`src/hdl/ses_pkg.sv`:
```
// Shared types, constants and arithmetic helpers of the Sobel edge stream block.
package ses_pkg;

	localparam int MAX_WIDTH  = 1024;
	localparam int MAX_HEIGHT = 1024;
	localparam int MIN_DIM    = 3;

	localparam int PIX_W     = 8;
	localparam int DIM_W     = 11;
	localparam int CFG_IDX_W = 1;
	localparam int GRAD_W    = PIX_W + 3;
	localparam int COL_W     = $clog2(MAX_WIDTH);
	localparam int ROW_W     = $clog2(MAX_HEIGHT);
	localparam int DIMX_W    = $clog2(MAX_WIDTH + 1);
	localparam int DIMY_W    = $clog2(MAX_HEIGHT + 1);
	localparam int PIX_MAX   = (1 << PIX_W) - 1;

	localparam logic [DIM_W-1:0] WIDTH_RESET  = DIM_W'(640);
	localparam logic [DIM_W-1:0] HEIGHT_RESET = DIM_W'(480);

	typedef enum logic [CFG_IDX_W-1:0] {
		CFG_FRAME_WIDTH  = 1'b0,
		CFG_FRAME_HEIGHT = 1'b1
	} cfg_idx_t;

	typedef logic [PIX_W-1:0] pixel_t;

	typedef struct packed {
		pixel_t top;
		pixel_t mid;
		pixel_t bot;
	} col_t;

	typedef logic signed [GRAD_W-1:0] grad_t;

	function automatic int clamp_dim(logic [DIM_W-1:0] v, int hi);
		if (int'(v) < MIN_DIM) return MIN_DIM;
		if (int'(v) > hi) return hi;
		return int'(v);
	endfunction

	function automatic pixel_t clamp_byte(grad_t g);
		if (g < 0) return '0;
		if (g > PIX_MAX) return '1;
		return g[PIX_W-1:0];
	endfunction

	function automatic pixel_t sat_sum(pixel_t a, pixel_t b);
		logic [PIX_W:0] s;
		s = {1'b0, a} + {1'b0, b};
		return s[PIX_W] ? '1 : s[PIX_W-1:0];
	endfunction

endpackage

```
`src/hdl/ses_kernel.sv`:
```
// Horizontal and vertical 3x3 Sobel gradients over one window.
module ses_kernel (
	input  ses_pkg::col_t  left,
	input  ses_pkg::col_t  center,
	input  ses_pkg::col_t  right,
	output ses_pkg::grad_t gx,
	output ses_pkg::grad_t gy
);

	ses_pkg::grad_t t0, m0, b0, t1, b1, t2, m2, b2;

	assign t0 = $signed(ses_pkg::GRAD_W'(left.top));
	assign m0 = $signed(ses_pkg::GRAD_W'(left.mid));
	assign b0 = $signed(ses_pkg::GRAD_W'(left.bot));
	assign t1 = $signed(ses_pkg::GRAD_W'(center.top));
	assign b1 = $signed(ses_pkg::GRAD_W'(center.bot));
	assign t2 = $signed(ses_pkg::GRAD_W'(right.top));
	assign m2 = $signed(ses_pkg::GRAD_W'(right.mid));
	assign b2 = $signed(ses_pkg::GRAD_W'(right.bot));

	assign gx = (t2 - t0) + ((m2 - m0) <<< 1) + (b2 - b0);
	assign gy = (b0 - t0) + ((b1 - t1) <<< 1) + (b2 - t2);

endmodule

```
`config.mk`:
```
export PLATFORM = sky130hd
export DESIGN_NAME = ses_kernel
export DESIGN_NICKNAME = d
export VERILOG_FILES = /design/src/hdl/ses_pkg.sv /design/src/hdl/ses_kernel.sv
export SDC_FILE = /design/constraint.sdc
export NUM_CORES = 1
export LEC_CHECK = 0
export BUFFER_PORTS_ARGS = -buffer_cell sky130_fd_sc_hd__buf_2
export CAP_MARGIN = 30
export CORE_MARGIN = 4
export CORE_UTILIZATION = 50
export DETAILED_ROUTE_END_ITERATION = 12
export GPL_TIMING_DRIVEN = 0
export PLACE_DENSITY = 0.8
export SKIP_LAST_GASP = 1
export SYNTH_ARGS = -nofsm -noshare
export SYNTH_HDL_FRONTEND = slang
export SYNTH_SLANG_ARGS = --single-unit
```
`constraint.sdc`:
```
create_clock -name vclk -period 5.02
set_input_delay 1.004 -clock vclk [all_inputs]
set_output_delay 1.004 -clock vclk [all_outputs]
set_load 0.05 [all_outputs]
```
==> results.txt, run 1 <==
result of the run: finished with violations
# clk buffers: 0
Hold WC Path Type: in -> out
via count of the first global-routing pass: 3525
first drt pass iteration count: 5
register area: 0 µm²
total of endpoints with negative setup slack in the final report: 10
required time of the critical path: 4020 ps
area grow syn2layout: 53.60%
M2 GR Usage: 0.4358
dominant cells by area after synthesis: sky130_fd_sc_hd__ha_1 26%, sky130_fd_sc_hd__fa_1 16%, sky130_fd_sc_hd__inv_1 11%, sky130_fd_sc_hd__xnor2_1 7.3%, sky130_fd_sc_hd__xor2_1 7.3%
post-layout min period: 5383 ps
Chip Height: 88.62 µm
average wire per cell in the routed design: 18.35 µm
routing layer with the top usage in global route: met2
Die X-Extent: 88.62 µm
Critical Path End Type: output pin
multi-input logic area: 3711 µm²
number of rows in the core area: 29
vias: 3608
port bufs: 86
Antenna Violating Nets Remaining: 0
max-cap violations: 0
peak fanout along the critical path: 5
drt first-iter violations: 203
RSZ-0062 raised after global routing: yes
layout cell share with drive strength beyond 1: 0.4434
arrival time at the worst endpoint: 4380 ps
maximum number of pins on one net before global-route repair: 7
Global Route Usage Sum: 0.2248
Synth Instances: 416
synthesized area divided by synthesized cell count: 7.811 µm²
initial antenna violation count: 0
starting density of the core: 0.5147
met3 Resource Use GR: 0.01676
number of warning messages in the yosys log: 0
list of most frequent post-synthesis cells: 92 x sky130_fd_sc_hd__inv_1, 68 x sky130_fd_sc_hd__ha_1, 29 x sky130_fd_sc_hd__nor2_1, 27 x sky130_fd_sc_hd__xnor2_1, 27 x sky130_fd_sc_hd__xor2_1
setup slack of the critical path after layout: -363.0 ps
Crit Path Class: in -> out
Slew HR: 0.7527
flip-flop and latch count: 0
critical path startpoint category: input port
post-synth top area cell: sky130_fd_sc_hd__ha_1
final core area utilization: 0.7905
DP Wirelength: 6646 µm
full die area: 7853 µm²
leading cell type by number of instances after synthesis: sky130_fd_sc_hd__inv_1
via-per-instance ratio: 5.848
pins over their slew limit: 0
core region area: 6314 µm²
routability congestion estimate: 0.8103
global-route wire length before repair: 14630 µm
netlist area before placement: 3249 µm²
violations in the final reports: negative setup slack
total gr overflow: 0
GR Layer Usage met1: 0.2664
number of nets in the layout: 707
Post-Synthesis Net Count: 582
DRC Markers: 0
sequential-to-total area share from yosys stat: 0
area share of the largest cell type after synthesis: 0.2618
transition time at the pin with the least slew margin: 369.7 ps
crit share post-route: 1.072
distinct cell type count of the synthesized netlist: 34
maximum achievable frequency: 0.1858 GHz
Ports: 94
total detailed-routing wirelength: 11320 µm
final-layout fill cell count: 384
final hold violation count: 0
[critical path, stage by stage]
cell                      delay (ps)
sky130_fd_sc_hd__buf_2           120
sky130_fd_sc_hd__inv_1           100
sky130_fd_sc_hd__ha_4            240
sky130_fd_sc_hd__nand3_1         120
sky130_fd_sc_hd__nand2_1          80
sky130_fd_sc_hd__a41o_1          240
sky130_fd_sc_hd__o41a_1          410
sky130_fd_sc_hd__xnor2_2         170
sky130_fd_sc_hd__fa_1            550
sky130_fd_sc_hd__inv_2            50
sky130_fd_sc_hd__ha_4            210
sky130_fd_sc_hd__a21o_1          190
sky130_fd_sc_hd__a21o_1          160
sky130_fd_sc_hd__a41o_1          230
sky130_fd_sc_hd__a21oi_4         180
sky130_fd_sc_hd__xnor2_4         130
sky130_fd_sc_hd__buf_6           170
[cells in the final DEF, fill, tap and decap left out, types with 4 or more instances in the layout]
master / instances
sky130_fd_sc_hd__a21oi_4: 7
sky130_fd_sc_hd__xnor2_2: 6
sky130_fd_sc_hd__inv_1: 74
sky130_fd_sc_hd__buf_2: 71
sky130_fd_sc_hd__xnor2_1: 18
sky130_fd_sc_hd__buf_6: 19
sky130_fd_sc_hd__nor2b_1: 8
sky130_fd_sc_hd__o41ai_4: 4
sky130_fd_sc_hd__fa_2: 7
sky130_fd_sc_hd__xor2_1: 20
sky130_fd_sc_hd__nor2_1: 23
sky130_fd_sc_hd__ha_2: 4
sky130_fd_sc_hd__ha_4: 21
sky130_fd_sc_hd__fa_1: 19
sky130_fd_sc_hd__xor2_2: 7
sky130_fd_sc_hd__nand3_4: 4
sky130_fd_sc_hd__a41o_1: 4
sky130_fd_sc_hd__buf_4: 31
sky130_fd_sc_hd__nor3_1: 10
sky130_fd_sc_hd__a21oi_1: 9
sky130_fd_sc_hd__o21ai_0: 5
sky130_fd_sc_hd__a21o_1: 12
sky130_fd_sc_hd__nand2_1: 17
sky130_fd_sc_hd__ha_1: 43
sky130_fd_sc_hd__nand3_2: 4
sky130_fd_sc_hd__nand2b_1: 6
sky130_fd_sc_hd__nand3_1: 7
sky130_fd_sc_hd__inv_2: 14
sky130_fd_sc_hd__or2_2: 4
[worst paths after layout]
check	from	end	slack, ps	cells past startpoint
worst max-delay path	left[4]	gx[10]	-360	17
worst min-delay path	right[16]	gy[0]	2710	5
[through the flow]
step / cells / instance area [µm²] / setup TNS, ps / hold WS, ps / setup slack, ps
finish: 617 / 4991 / -2043 / 2708 / -363.0
global route: 616 / 4989 / -3077 / 2755 / -458.5
CTS: 600 / 4507 / -865.6 / 2705 / -245.1
detailed placement: 579 / 3930 / -4006 / 2714 / -617.9
global placement: 579 / 3930 / -3338 / 2702 / -517.0
floorplan: 416 / 3403 / -269.6 / 2590 / -67.14
[metal layers]
layer	up-vias	part of all wire
met5	-	0
met4	0	0.040
met3	51	0.067
met2	196	0.52
met1	1721	0.38
li1	1640	-
[cell type report]
type                       instances  area share
multi-input combinational        324      0.7435
inverter                          92     0.07145
tap                               77     0.01930
antenna                            1   0.0005014
timing repair buffer             123      0.1652
[cells by family (layout without fill, tap and decap cells)]
group,count (synthesis),count (layout),share of synthesized area
other,0,1,0
xor gates and xnor gates,54,54,0.1456
AOI/OAI and AO/OA,73,73,0.1741
adders and majority gates,94,94,0.4220
buffers and inverters,92,215,0.1063
and+or+nand+nor,103,103,0.1521
[repair_timing]
action,4_1_cts,5_1_grt
setup endpoints to repair,10,10
resized for setup,96,67
setup buffers,21,16
hold buffers,0,0
pin swaps,62,59
Power of run 1 is left out: the tool's default activity adds up to more than one toggle a clock period on the data nets, which glitch-free logic cannot reach.
==> inputs of run 2 (changes only) <==
--- a/config.mk
+++ b/config.mk
@@ -6,7 +6,6 @@
 export NUM_CORES = 1
 export LEC_CHECK = 0
 export BUFFER_PORTS_ARGS = -buffer_cell sky130_fd_sc_hd__buf_2
-export CAP_MARGIN = 30
 export CORE_MARGIN = 4
 export CORE_UTILIZATION = 50
 export DETAILED_ROUTE_END_ITERATION = 12
==> constraint.sdc (replaced) <==
create_clock -name vclk -period 4.8
set_input_delay 0.96 -clock vclk [all_inputs]
set_output_delay 0.96 -clock vclk [all_outputs]
set_load 0.05 [all_outputs]
==> run 2 against run 1 <==
Against the previous run:
- the flow still finishes with violations (negative setup slack)
- sequential share of layout area is the same
- cell area is 0.63% higher
- worst setup slack lost 94 ps
- routed wire length is 1.0% lower
- first-iteration DRC count up 6.4%
- count of clock-buffer cells in the layout did not move
- critical path depth unchanged
- sequential cell count unchanged
- die area unchanged
- global-route usage is 2.1 points higher
- utilization grew 0.50 points
- non-clock buffer count increased by 1
- highest routed layer unchanged
==> results.txt, run 2 (synthesis results as in run 1) <==
number of rows in the core area: 29 (unchanged)
Antenna Violating Nets Remaining: 0 (unchanged)
Critical Path End Type: output pin
max-cap violations: 0 (unchanged)
highest-count cells in the layout ignoring fill and taps: 74 x sky130_fd_sc_hd__inv_1, 68 x sky130_fd_sc_hd__buf_2, 42 x sky130_fd_sc_hd__ha_1
most common cell after layout, fill and taps aside: sky130_fd_sc_hd__inv_1
initial antenna violation count: 0 (unchanged)
area grow syn2layout: 54.56%
layout cell share with drive strength beyond 1: 0.4556 (+0.01214)
total gr overflow: 0 (unchanged)
critical path startpoint category: input port
maximum achievable frequency: 0.1902 GHz
average wire per cell in the routed design: 18.13 µm (-1.2%)
via count of the first global-routing pass: 3613 (+2.5%)
core region area: 6314 µm² (unchanged)
peak fanout along the critical path: 4 (-1)
Chip Height: 88.62 µm (unchanged)
result of the run: finished with violations
Crit Path Class: in -> out
DRC Markers: 0 (unchanged)
crit share post-route: 1.095
port bufs: 86 (unchanged)
full die area: 7853 µm² (unchanged)
final hold violation count: 0 (unchanged)
routability congestion estimate: 0.7835 (-3.3%)
post-layout min period: 5257 ps
violations in the final reports: negative setup slack
vias: 3581 (-0.75%)
first drt pass iteration count: 5 (unchanged)
worst slack at placement: -682.5 ps (-64.65 ps)
register area: 0 µm² (unchanged)
starting density of the core: 0.5147 (unchanged)
maximum number of pins on one net before global-route repair: 7 (unchanged)
Global Route Usage Sum: 0.2460 (+0.02114)
Ports: 94 (unchanged)
number of nets in the layout: 708 (+0.14%)
final core area utilization: 0.7955 (+0.004955)
total of endpoints with negative setup slack in the final report: 12 (+2)
transition time at the pin with the least slew margin: 359.6 ps (-10.11 ps)
drt first-iter violations: 216 (+6.4%)
flip-flop and latch count: 0 (unchanged)
arrival time at the worst endpoint: 4300 ps (-80 ps)
pins over their slew limit: 0 (unchanged)
DP Wirelength: 6676 µm (+0.45%)
via-per-instance ratio: 5.794 (-0.91%)
Die X-Extent: 88.62 µm (unchanged)
setup slack of the critical path after layout: -456.8 ps (-93.83 ps)
Slew HR: 0.7594 (+0.006759)
required time of the critical path: 3840 ps (-180 ps)
RSZ-0062 raised after global routing: yes
# clk buffers: 0 (unchanged)
Hold WC Path Type: in -> out
setup_tns: -3533 ps (-1490 ps)
global-route wire length before repair: 15660 µm (+7.0%)
total detailed-routing wirelength: 11200 µm (-1.0%)
==> run 2: cell types whose count changed in the layout (fill, tap and decap cells not counted), sizes merged <==
| cell | before | now |
|---|---|---|
| buf | 122 | 123 |
==> run 2: final timing paths <==
| kind | from | to | slack, ps | cells past startpoint |
|---|---|---|---|---|
| worst max-delay path | left[3] | gx[10] | -460 | 17 |
| worst min-delay path | right[0] | gx[0] | 2640 | 6 |
==> run 2: final cells by class <==
class	count	area, µm²
multi-input cells	324	3717
diodes	1	2.502
inverters	92	359.1
repair buffers	124	847.1
fillers	367	1291
well taps	77	96.34
==> run 2: repair_timing <==
action                                  in CTS  in global routing
endpoints found under the setup margin      10                 14
hold buffers                                 0                  0
pin swaps                                   74                 43
setup buffers                               27                 13
resized for setup                          121                 36
==> run 2: through the flow <==
stage	cells	instance area (µm²)	hold WS [ps]
CTS	605	4752	2631
global placement	579	3985	2616
global route	617	5020	2694
floorplan	416	3458	2502
finish	618	5022	2636
detailed placement	579	3985	2634
==> run 2: metal layers <==
layer  part of all wire  track usage  wire length, µm  vias to the layer above
li1                   -            -                -                     1633
met1               0.38       0.2924             4212                     1674
met2               0.51       0.4568             5720                      220
met3              0.072      0.02235              806                       54
met4              0.041      0.08929              462                        0
met5                  0            0                0                        -
==> run 2: worst max-delay path: stages <==
cell and delay (ps):
sky130_fd_sc_hd__buf_2 120, sky130_fd_sc_hd__inv_1 90, sky130_fd_sc_hd__ha_4 240, sky130_fd_sc_hd__nand3_1 110, sky130_fd_sc_hd__nand2_1 110, sky130_fd_sc_hd__a41o_1 270, sky130_fd_sc_hd__o41a_1 360, sky130_fd_sc_hd__xnor2_2 160
sky130_fd_sc_hd__fa_1 520, sky130_fd_sc_hd__inv_2 50, sky130_fd_sc_hd__ha_4 240, sky130_fd_sc_hd__a21o_1 150, sky130_fd_sc_hd__a21o_1 180, sky130_fd_sc_hd__a41o_1 240, sky130_fd_sc_hd__a21oi_4 190, sky130_fd_sc_hd__xnor2_4 130
sky130_fd_sc_hd__buf_6 170
Power of run 2 is left out for the same reason.
